**config.mk**
```make
export PLATFORM = sky130hd
export DESIGN_NAME = ip_timeout_line_parser
export DESIGN_NICKNAME = d
export VERILOG_FILES = /design/src/design/iptlp_pkg.sv /design/src/design/iptlp_parse.sv /design/src/design/ip_timeout_line_parser.sv
export SDC_FILE = /design/constraint.sdc
export NUM_CORES = 1
export LEC_CHECK = 0
export ABC_AREA = 1
export BUFFER_PORTS_ARGS = -buffer_cell sky130_fd_sc_hd__buf_2
export CORE_ASPECT_RATIO = 1.75
export CORE_MARGIN = 2
export CORE_UTILIZATION = 61
export CTS_CLUSTER_DIAMETER = 200
export DETAILED_ROUTE_END_ITERATION = 7
export GPL_TIMING_DRIVEN = 1
export PLACE_DENSITY_LB_ADDON = 0.12
export SKIP_CTS_REPAIR_TIMING = 1
export SYNTH_ARGS = -nofsm -noshare
export SYNTH_HDL_FRONTEND = slang
export SYNTH_SLANG_ARGS = --single-unit
```
**constraint.sdc**
```tcl
create_clock -name clk -period 3.7 [get_ports clk]
set_input_delay 0.185 -clock clk [delete_from_list [all_inputs] [get_ports clk]]
set_output_delay 0.185 -clock clk [all_outputs]
set_load 0.01 [all_outputs]
```
**src/design/iptlp_pkg.sv**
```systemverilog
package iptlp_pkg;

    // Character codes the parser reacts to
    localparam logic [7:0] CH_NEWLINE = 8'd10;
    localparam logic [7:0] CH_SPACE   = 8'd32;
    localparam logic [7:0] CH_DOT     = 8'd46;
    localparam logic [7:0] CH_ZERO    = 8'd48;
    localparam logic [7:0] CH_NINE    = 8'd57;
    localparam logic [7:0] CH_PAUSE   = 8'd80;

    // Octet value that marks "passed 255"
    localparam logic [8:0] OCTET_OVER = 9'd256;

    localparam logic STATUS_OK  = 1'b0;
    localparam logic STATUS_ERR = 1'b1;

    typedef struct packed {
        logic [7:0] text_byte;
        logic       end_of_line;
    } in_item_t;

    typedef struct packed {
        logic        is_pause;
        logic [31:0] ip_addr;
        logic [31:0] timeout;
        logic        status;
    } out_item_t;

endpackage

```
**src/design/iptlp_parse.sv**
```systemverilog
module iptlp_parse
    import iptlp_pkg::*;
#(
    parameter int TIMEOUT_BITS = 32
)
(
    input  logic      clk,
    input  logic      rst_n,
    input  logic      step,
    input  in_item_t  item,
    output logic      line_end,
    output out_item_t result
);

    typedef enum logic [4:0] {
        PH_LEAD = 5'b00001,
        PH_ADDR = 5'b00010,
        PH_GAP  = 5'b00100,
        PH_TMO  = 5'b01000,
        PH_DONE = 5'b10000
    } phase_t;

    localparam int TW = TIMEOUT_BITS + 4;

    phase_t                    phase_reg, phase_next;
    logic [1:0]                count_reg, count_next;
    logic [8:0]                octet_reg, octet_next;
    logic [31:0]               addr_reg, addr_next;
    logic [TIMEOUT_BITS-1:0]   tmo_reg, tmo_next;
    logic                      pause_reg, pause_next;
    logic                      err_reg, err_next;

    logic                      is_digit;
    logic [3:0]                digit;
    logic [11:0]               octet_prod;
    logic [TW-1:0]             tmo_prod;
    logic [TIMEOUT_BITS-1:0]   tmo_step;
    logic                      is_sep;
    logic                      line_err;

    assign is_digit = (item.text_byte >= CH_ZERO) && (item.text_byte <= CH_NINE);
    assign digit    = 4'(item.text_byte - CH_ZERO);
    assign line_end = item.end_of_line || (item.text_byte == CH_NEWLINE);

    // octet * 10 + digit; capped at 256 where it is stored
    assign octet_prod = 12'({octet_reg, 3'b000}) + 12'({octet_reg, 1'b0}) + 12'(digit);

    // timeout * 10 + digit, saturating
    assign tmo_prod = (TW'(tmo_reg) << 3) + (TW'(tmo_reg) << 1) + TW'(digit);
    assign tmo_step = (tmo_prod[TW-1:TIMEOUT_BITS] != '0) ? '1 : tmo_prod[TIMEOUT_BITS-1:0];

    assign is_sep = ((count_reg != 2'd3) && (item.text_byte == CH_DOT)) ||
                    ((count_reg == 2'd3) && (item.text_byte == CH_SPACE));

    always_comb
    begin
        phase_next = phase_reg;
        count_next = count_reg;
        octet_next = octet_reg;
        addr_next  = addr_reg;
        tmo_next   = tmo_reg;
        pause_next = pause_reg;
        err_next   = err_reg;

        unique case (phase_reg)
            PH_LEAD, PH_ADDR:
            begin
                if (phase_reg == PH_LEAD && item.text_byte == CH_SPACE)
                begin
                    phase_next = PH_LEAD;
                end
                else if (phase_reg == PH_LEAD && item.text_byte == CH_PAUSE)
                begin
                    pause_next = 1'b1;
                    phase_next = PH_GAP;
                end
                else if (is_digit)
                begin
                    phase_next = PH_ADDR;
                    octet_next = (octet_prod > 12'(OCTET_OVER)) ? OCTET_OVER : octet_prod[8:0];
                end
                else if (is_sep && !octet_reg[8])
                begin
                    addr_next  = {addr_reg[23:0], octet_reg[7:0]};
                    octet_next = '0;
                    if (count_reg == 2'd3)
                    begin
                        phase_next = PH_GAP;
                    end
                    else
                    begin
                        phase_next = PH_ADDR;
                        count_next = count_reg + 2'd1;
                    end
                end
                else
                begin
                    // bad character, or separator after an octet above 255
                    err_next   = 1'b1;
                    phase_next = PH_DONE;
                end
            end
            PH_GAP:
            begin
                if (is_digit)
                begin
                    phase_next = PH_TMO;
                    tmo_next   = tmo_step;
                end
                else if (item.text_byte != CH_SPACE)
                begin
                    phase_next = PH_DONE;
                end
            end
            PH_TMO:
            begin
                if (is_digit)
                begin
                    tmo_next = tmo_step;
                end
                else
                begin
                    phase_next = PH_DONE;
                end
            end
            PH_DONE:
            begin
                phase_next = PH_DONE;
            end
            default:
            begin
                phase_next = PH_DONE;
            end
        endcase
    end

    assign line_err = err_next || (phase_next == PH_LEAD) || (phase_next == PH_ADDR);

    always_comb
    begin
        if (line_err)
        begin
            result.is_pause = 1'b0;
            result.ip_addr  = '0;
            result.timeout  = '0;
            result.status   = STATUS_ERR;
        end
        else
        begin
            result.is_pause = pause_next;
            result.ip_addr  = pause_next ? 32'd0 : addr_next;
            result.timeout  = 32'(tmo_next);
            result.status   = STATUS_OK;
        end
    end

    // Advance on each processed byte; clear the line state at its end
    always_ff @(posedge clk or negedge rst_n)
    begin
        if (!rst_n)
        begin
            phase_reg <= PH_LEAD;
            count_reg <= '0;
            octet_reg <= '0;
            addr_reg  <= '0;
            tmo_reg   <= '0;
            pause_reg <= 1'b0;
            err_reg   <= 1'b0;
        end
        else if (step)
        begin
            if (line_end)
            begin
                phase_reg <= PH_LEAD;
                count_reg <= '0;
                octet_reg <= '0;
                addr_reg  <= '0;
                tmo_reg   <= '0;
                pause_reg <= 1'b0;
                err_reg   <= 1'b0;
            end
            else
            begin
                phase_reg <= phase_next;
                count_reg <= count_next;
                octet_reg <= octet_next;
                addr_reg  <= addr_next;
                tmo_reg   <= tmo_next;
                pause_reg <= pause_next;
                err_reg   <= err_next;
            end
        end
    end

    assert property (@(posedge clk) disable iff (!rst_n)
        (phase_reg != PH_ADDR && phase_reg != PH_LEAD) |-> (octet_reg == '0 || phase_reg == PH_DONE))
        else $error("octet accumulator left nonzero after the address");

    assert property (@(posedge clk) disable iff (!rst_n)
        err_reg |-> (phase_reg == PH_DONE))
        else $error("error flag set outside the done phase");

    assert property (@(posedge clk) disable iff (!rst_n)
        (phase_reg == PH_LEAD) |-> (count_reg == '0 && addr_reg == '0 && !pause_reg))
        else $error("line state not clear during leading skip");

endmodule

```
**src/design/ip_timeout_line_parser.sv**
```systemverilog
// Line parser for "<address> <timeout>" text lines, one ASCII byte per input
// transaction. A line ends at a newline or at a byte flagged end_of_line, and
// that byte yields exactly one output transaction; all other bytes yield none.
// After leading spaces a line holds either 'P' (pause, address 0) or a dotted
// quad of four decimal octets (empty octets and leading zeros allowed, each at
// most 255) closed by one space, then optional spaces and a decimal timeout
// that stops at the first non-digit and saturates at 2^TIMEOUT_BITS-1. A bad
// or unfinished address gives address 0, timeout 0 and status 1. The block
// takes one byte every cycle unless stalled: each byte is a single state
// update in the parser between the input register and the output register.
// A waiting result stalls the input side only when the byte being processed
// ends another line.
module ip_timeout_line_parser
    import iptlp_pkg::*;
#(
    parameter int TIMEOUT_BITS = 32
)
(
    input  logic      clk,
    input  logic      rst_n,
    input  logic      in_valid,
    output logic      in_ready,
    input  in_item_t  in_data,
    output logic      out_valid,
    input  logic      out_ready,
    output out_item_t out_data
);

    logic      in_valid_reg, in_valid_next;
    in_item_t  in_data_reg;
    logic      out_valid_reg, out_valid_next;
    out_item_t out_data_reg;

    logic      step;
    logic      line_end;
    out_item_t line_result;

    iptlp_parse #(
        .TIMEOUT_BITS (TIMEOUT_BITS)
    ) u_parse (
        .clk      (clk),
        .rst_n    (rst_n),
        .step     (step),
        .item     (in_data_reg),
        .line_end (line_end),
        .result   (line_result)
    );

    // Process the held byte unless it ends a line while a result still waits
    assign step = in_valid_reg && (!line_end || !out_valid_reg || out_ready);

    // Take a new byte whenever the input register is empty or drains this cycle
    assign in_ready = !in_valid_reg || step;

    always_comb
    begin
        in_valid_next = in_valid_reg;
        if (in_ready)
        begin
            in_valid_next = in_valid;
        end
    end

    always_comb
    begin
        out_valid_next = out_valid_reg;
        if (step && line_end)
        begin
            out_valid_next = 1'b1;
        end
        else if (out_ready)
        begin
            out_valid_next = 1'b0;
        end
    end

    always_ff @(posedge clk or negedge rst_n)
    begin
        if (!rst_n)
        begin
            in_valid_reg  <= 1'b0;
            out_valid_reg <= 1'b0;
        end
        else
        begin
            in_valid_reg  <= in_valid_next;
            out_valid_reg <= out_valid_next;
        end
    end

    // Payload registers: load on transaction, hold otherwise
    always_ff @(posedge clk)
    begin
        if (in_valid && in_ready)
        begin
            in_data_reg <= in_data;
        end
        if (step && line_end)
        begin
            out_data_reg <= line_result;
        end
    end

    assign out_valid = out_valid_reg;
    assign out_data  = out_data_reg;

    assert property (@(posedge clk) disable iff (!rst_n)
        !(step && line_end && out_valid_reg && !out_ready))
        else $error("result overwritten before it was taken");

    assert property (@(posedge clk) disable iff (!rst_n)
        (in_valid_reg && !step) |=> (in_valid_reg && $stable(in_data_reg)))
        else $error("stalled byte lost or changed");

    assert property (@(posedge clk) disable iff (!rst_n)
        (out_valid_reg && out_data_reg.status == STATUS_ERR) |->
            (out_data_reg.ip_addr == '0 && out_data_reg.timeout == '0 && !out_data_reg.is_pause))
        else $error("error result carries data");

    assert property (@(posedge clk) disable iff (!rst_n)
        out_valid_reg |-> ((out_data_reg.timeout >> TIMEOUT_BITS) == '0))
        else $error("timeout wider than its configured width");

endmodule

```
Yosys cells after proc, flatten, opt, wreduce, memory -nomap -nowiden
Index checks and enable logic that the tools add are counted.
{"block": "op_classes", "order_cmp": 3, "n_addsub": 6, "reduce_logical": 30, "muxes": 47, "n_eq_ne": 17}
{"op": "two-way mux 32 bit", "count": 10}
{"op": "two-way mux 9 bit", "count": 7}
{"op": "two-way mux 5 bit", "count": 8}
{"op": "adder 35 x 33 -> 36 bit", "count": 1}
{"op": "adder 36 x 4 -> 36 bit", "count": 1}
{"op": "== test 8 x 6 -> 1 bit, second input constant", "count": 2}
{"op": "case mux 5 bit (3 select lines)", "count": 1}
{"op": "two-way mux 2 bit", "count": 7}
{"op": "two-way mux 1 bit", "count": 13}
{"op": "adder 12 x 10 -> 12 bit", "count": 1}
{"op": "adder 12 x 4 -> 12 bit", "count": 1}
{"op": "> comparator 12 x 9 -> 1 bit, second input constant", "count": 1}
{"op": "== test 5 x 1 -> 1 bit, second input constant", "count": 2}
{"op": "== test 5 x 2 -> 1 bit, second input constant", "count": 2}
{"op": "!= test 2 bit, second input constant", "count": 5}
{"op": "logical AND 1 bit", "count": 9}
{"op": "== test 8 x 4 -> 1 bit, second input constant", "count": 1}
{"op": "== test 8 x 7 -> 1 bit, second input constant", "count": 1}
{"op": ">= comparator 8 x 6 -> 1 bit, second input constant", "count": 1}
{"op": "less-or-equal comparator 8 x 6 -> 1 bit, second input constant", "count": 1}
{"op": "!= test 8 x 6 -> 1 bit, second input constant", "count": 1}
{"op": "logical OR 1 bit", "count": 7}
{"op": "AND reduction 7 bit", "count": 1}
{"op": "nonzero test 2 bit", "count": 3}
{"op": "other kinds (11)", "count": 16}
{"block": "totals", "register_bits": 159, "elab_cells": 118, "output_inout_bits": 68}

Logic depth before layout (Yosys ltp)
{"block": "logic_depth", "word_depth": 13, "depth_mapped": 20, "mapped_depth_nobuf": 19}

Modules after synthesis
A second synthesis with hierarchy kept.
{"block": "unflattened", "hier_cells": 1323, "area_unflattened_um2": 10627.7}
{"module": "iptlp_parse", "cells_each": 1234, "instances": 1, "area_per_inst_um2": 8267.9, "seq_area_each_um2": 2053.2}
{"module": "ip_timeout_line_parser", "cells_each": 89, "instances": 1, "area_per_inst_um2": 2359.8, "seq_area_each_um2": 2302.2}

Worst setup path after synthesis
OpenSTA, ideal clock, no wires.
{"block": "synth_path", "kind": "reg2reg", "startpoint": "register in_data_reg[4] (netlist bit)", "endpoint": "register out_data_reg, in the netlist out_data[0], enable pin", "slack_ps": 665, "synth_period_minus_slack_ps": 3035, "path_stages_with_launch": 8, "t_arrival_ps": 2615, "setup_time_ps": 421, "t_required_ps": 3279, "path_cell_list": "edfxtp_1 -> inv_1 -> nor3_1 -> nand2_1 -> nand2_1 -> a31oi_1 -> nand2_1 -> inv_1"}
{"block": "synth_via", "elab_chain_cells": 7}
{"item": "start: declaration", "line_no": "ip_timeout_line_parser.sv:30", "source": "in_item_t in_data_reg;"}
{"item": "start signal: assignment", "line_no": "ip_timeout_line_parser.sv:96", "source": "in_data_reg <= in_data;"}
{"item": "== test 8 x 4 -> 1 bit *", "line_no": "iptlp_parse.sv:43", "source": "assign line_end = item.end_of_line || (item.text_byte == CH_NEWLINE);"}
{"item": "logical OR 1 bit *", "line_no": "iptlp_parse.sv:43"}
{"item": "logical NOT 1 bit", "line_no": "ip_timeout_line_parser.sv:50", "source": "assign step = in_valid_reg && (!line_end || !out_valid_reg || out_ready);"}
{"item": "logical OR 1 bit (2 in a row)", "line_no": "ip_timeout_line_parser.sv:50"}
{"item": "logical AND 1 bit", "line_no": "ip_timeout_line_parser.sv:50"}
{"item": "logical AND 1 bit *", "line_no": "ip_timeout_line_parser.sv:98", "source": "if (step && line_end)"}
{"item": "end signal: assignment", "line_no": "ip_timeout_line_parser.sv:100", "source": "out_data_reg <= line_result;"}
{"item": "end: declaration", "line_no": "ip_timeout_line_parser.sv:32", "source": "out_item_t out_data_reg;"}
Mark *: on every way between the ends. The rest lies on a longest branch, timed or not.
A chain may end at the register's enable or synchronous reset.

Worst setup path after layout
{"block": "layout_path", "startpoint": "register in_data_reg[4] (netlist bit)", "endpoint": "register out_data_reg, in the netlist out_data[1] (data pin)"}
{"block": "layout_via", "elab_chain_cells": 12, "elab_cells_between_ends": 36, "classes_between": "2 x add/sub; 2 x order compare; 6 x eq/ne; 16 x mux; 10 x reduce/logical"}
{"item": "branches (longest 12 deep; another with adder 36 x 4 -> 36 bit)"}
Several ways; the timed one is not identified.

==> results.sh <==
export IMPL_timing_rr_start="in_data_reg[4]$_DFFE_PP_"
export IMPL_grt_max_degree=65
export IMPL_design_final_nets=1481
export IMPL_cap_violations=0
export IMPL_hold_start="in_valid"
export IMPL_synth_net_count=1398
export IMPL_syn_mean_instance_area_um2=8.01
export IMPL_yosysWarnings=0
export IMPL_antenna_found_initial=0
export IMPL_netlist_instances=1300
export IMPL_post_dp_hpwl_mm=19.2
export IMPL_final_min_period_over_clock_period_pct=93.0
export IMPL_dieArea_um2=18200
export IMPL_overflow=0
export IMPL_final_antenna_net_count=0
export IMPL_cts_clk_slew_worst_paths_ps=60
export IMPL_via_count=8979
export IMPL_crit_chain="fa_1 > inv_1 > fa_1 > inv_1 > nand2_1 > nand2_1 > nand3_1 > nand2_1 > nand2_1 > nand2_1 > nand2_1 > nand3_1 > nand2_2 > nor2_8 > buf_12 > nand4_1 > nand2_1 > nor2_1"
export IMPL_n_fill_cell=1439
export IMPL_critical_path_startpoint_type="flip-flop"
export IMPL_timing_critical_path_arrival_ps=3610
export IMPL_timing_slew_headroom_pct=31.6
export IMPL_detail_route_drc_violations=0
export IMPL_cts_max_level=4
export IMPL_final_layout_size_suffix_gt1_share_pct=15.2
export IMPL_grt_util_all_layers_pct=29.6
export IMPL_wl_mm=26.0
export IMPL_place_congestion=1.01
export IMPL_result_of_the_run="finished clean"
export IMPL_die_height_um=177
export IMPL_floorplan_initialDensity_pct=61.8
export IMPL_delay_of_the_slowest_cell_on_the_worst_path_ps=600
export IMPL_antenna_cells=0
export IMPL_grt_pass1_wl_mm=41.9
export IMPL_post_synth_edffs=75
export IMPL_timing_clock_skew_ps=9.64
export IMPL_standby_leakage_power_nw=6.11
export IMPL_most_frequent_cp_cell="sky130_fd_sc_hd__nand2_1"
export IMPL_num_io_pins=81
export IMPL_most_common_layout_cells="359 x sky130_fd_sc_hd__nand2_1, 148 x sky130_fd_sc_hd__inv_1, 138 x sky130_fd_sc_hd__nor2_1, 83 x sky130_fd_sc_hd__dfrtp_1, 81 x sky130_fd_sc_hd__ha_1"
export IMPL_r2r_end="out_data[1]$_SDFFCE_PP0P_"
export IMPL_hold_class="input pin to flip-flop"
export IMPL_crit_path_end_kind="flip-flop"
export IMPL_clock_tree_root_cell="sky130_fd_sc_hd__clkbuf_16"
export IMPL_synth_seq_area_share_pct=41.8
export IMPL_syn_area_um2=10400
export IMPL_finalHoldViolCount=0
export IMPL_routed_via_density=5.53
export IMPL_largest_register_ff_count=66
export IMPL_cts_buffers_inserted=17
export IMPL_prevailing_post_synth_register_cell="sky130_fd_sc_hd__dfrtp_1"
export IMPL_rows=63
export IMPL_whs_path_depth=3
export IMPL_irDropWorstVdd_v=0.000338
export IMPL_worst_endpoint_required_ps=3870
export IMPL_post_route_worst_setup_slack_ps=258
export IMPL_hold_end="in_valid_reg$_DFFE_PN0N_"
export IMPL_crit_fanout=32
export IMPL_worst_setup_path_type="flip-flop to flip-flop"
export IMPL_maxClockFrequency_mhz=291
export IMPL_synth_distinct_cells=46
export IMPL_multiInputGateArea_um2=5290
export IMPL_via_count_of_the_first_global_routing_pass=8702
export IMPL_syn_to_final_growth_pct=12.7
export IMPL_layout_cells_most_common="sky130_fd_sc_hd__nand2_1"
export IMPL_cts_path_max_buffers=2
export IMPL_setup_reg_to_reg_worst_slack_ps=260
export IMPL_core_region_area_um2=16900
export IMPL_number_of_i_o_port_buffers=80
export IMPL_final_seq_area_um2=4360
export IMPL_numClockSinks=159
export IMPL_period_minus_slack_ps=3440
export IMPL_detailedRoute_firstPassIterationCount=5
export IMPL_accumulated_negative_setup_slack_ps=0
export IMPL_pwr_density_cell_nw_per_um2=348
export IMPL_drt_first_iter_violations=489
export IMPL_unrepaired_setup_endpoints_after_global_routing="false"
export IMPL_tightestPinTransition_ps=1020
export IMPL_drv_slew=0
export IMPL_cts_tree="yes"
export IMPL_worstSkewPairLatency_ps=420
export IMPL_post_synth_arst_share_pct=52.8
export IMPL_preCtsSetupSlack_ps=283
export IMPL_setup_violations=0
export IMPL_die_w_um=103
export IMPL_wl_per_cell_um=16.0
export IMPL_ys_ff_latch=159
export IMPL_rr_worst_depth=18
export IMPL_critical_path_slowest_cell="sky130_fd_sc_hd__fa_1"
==> critical path, delay by kind of cell (launching register included) <==
family	cells	cell delay [ps]
DFF	1	490
buffers and inverters	3	360
adders and majority gates	2	1060
and+or+nand+nor	13	1260
==> stage by stage <==
stage	total power, mW	hold WS [ps]	util (%)	instance area (um2)	cells
6_report	4.09	6.44	69.6	11700	1623
3_5_place_dp	2.30	332	65.4	11000	1581
5_1_grt	4.21	20.3	69.6	11700	1623
4_1_cts	4.10	-126	69.0	11600	1613
3_3_place_gp	2.29	323	65.4	11000	1581
2_1_floorplan	2.17	-111	-	10400	1300
==> metal layers <==
metal  part of all wire [%]  routed length (um)  vias to the layer above  GRT usage, %
met2                     54               14100                      223          53.4
li1                       -                   -                     4444             -
met4                    3.8                 987                        0          13.5
met1                     38                9980                     4248          34.4
met3                    3.7                 967                       64          3.52
met5                      0                   0                        -             0
==> kinds of logic after synthesis <==
family                     Yosys count  share of synthesized area [%]
and+or+nand+nor                    684                           29.6
DFF                                159                           41.8
xor gates and xnor gates            25                           2.10
buffers and inverters              196                           7.67
AOI/OAI and AO/OA                  151                           8.33
adders and majority gates           85                           10.5
==> how the worst max path moves through the flow <==
stage | to | slack (ps) | start
after CTS | out_data[1]$_SDFFCE_PP0P_ | 260 | in_data_reg[4]$_DFFE_PP_
after detailed placement | out_data[28]$_SDFFCE_PP0P_ | 280 | in_data_reg[4]$_DFFE_PP_
after floorplan | out_data[0]$_DFFE_PP_ | 660 | in_data_reg[4]$_DFFE_PP_
after global placement | out_data[32]$_SDFFCE_PP0P_ | 360 | in_data_reg[4]$_DFFE_PP_
after global routing | out_data[28]$_SDFFCE_PP0P_ | 60 | in_data_reg[4]$_DFFE_PP_
final | out_data[1]$_SDFFCE_PP0P_ | 260 | in_data_reg[4]$_DFFE_PP_
==> final cells by class <==
class | instances | share of cell area [%]
clock buffers | 18 | 3.66
clock inverters | 14 | 1.52
inverters | 159 | 5.08
multi-input cells | 945 | 45.0
flip-flops and latches | 159 | 37.1
well taps | 227 | 2.42
repair buffers | 101 | 5.20
==> power by group <==
| part | switching (mW) | internal (mW) | total, mW |
|---|---|---|---|
| combinational | 0.252 | 0.0857 | 0.338 |
| clock | 0.743 | 1.07 | 1.82 |
| sequential | 0.0262 | 1.91 | 1.94 |
| total | 1.02 | 3.07 | 4.09 |
==> cell usage after synthesis, types with 4 or more instances <==
library cell,instances,area (um2)
sky130_fd_sc_hd__o22ai_1,36,225
sky130_fd_sc_hd__o21ai_0,44,220
sky130_fd_sc_hd__nand2_2,9,56.3
sky130_fd_sc_hd__or2_2,32,200
sky130_fd_sc_hd__xor2_1,10,87.6
sky130_fd_sc_hd__buf_4,4,30.0
sky130_fd_sc_hd__nand2_1,359,1350
sky130_fd_sc_hd__inv_1,149,559
sky130_fd_sc_hd__fa_1,4,80.1
sky130_fd_sc_hd__a21oi_1,45,225
sky130_fd_sc_hd__dfrtp_1,83,2080
sky130_fd_sc_hd__clkbuf_1,19,71.3
sky130_fd_sc_hd__nand4_1,13,81.3
sky130_fd_sc_hd__xnor2_1,15,131
sky130_fd_sc_hd__inv_2,9,33.8
sky130_fd_sc_hd__buf_2,9,45.0
sky130_fd_sc_hd__nor2_1,139,522
sky130_fd_sc_hd__nand3_1,75,375
sky130_fd_sc_hd__nor3_1,13,65.1
sky130_fd_sc_hd__buf_6,5,56.3
sky130_fd_sc_hd__edfxtp_1,75,2250
sky130_fd_sc_hd__nand3b_1,5,37.5
sky130_fd_sc_hd__o21bai_1,11,82.6
sky130_fd_sc_hd__ha_1,81,1010
sky130_fd_sc_hd__nor2_2,10,62.6
sky130_fd_sc_hd__nand4_2,21,263
Power figures use the tool's default switching activity.
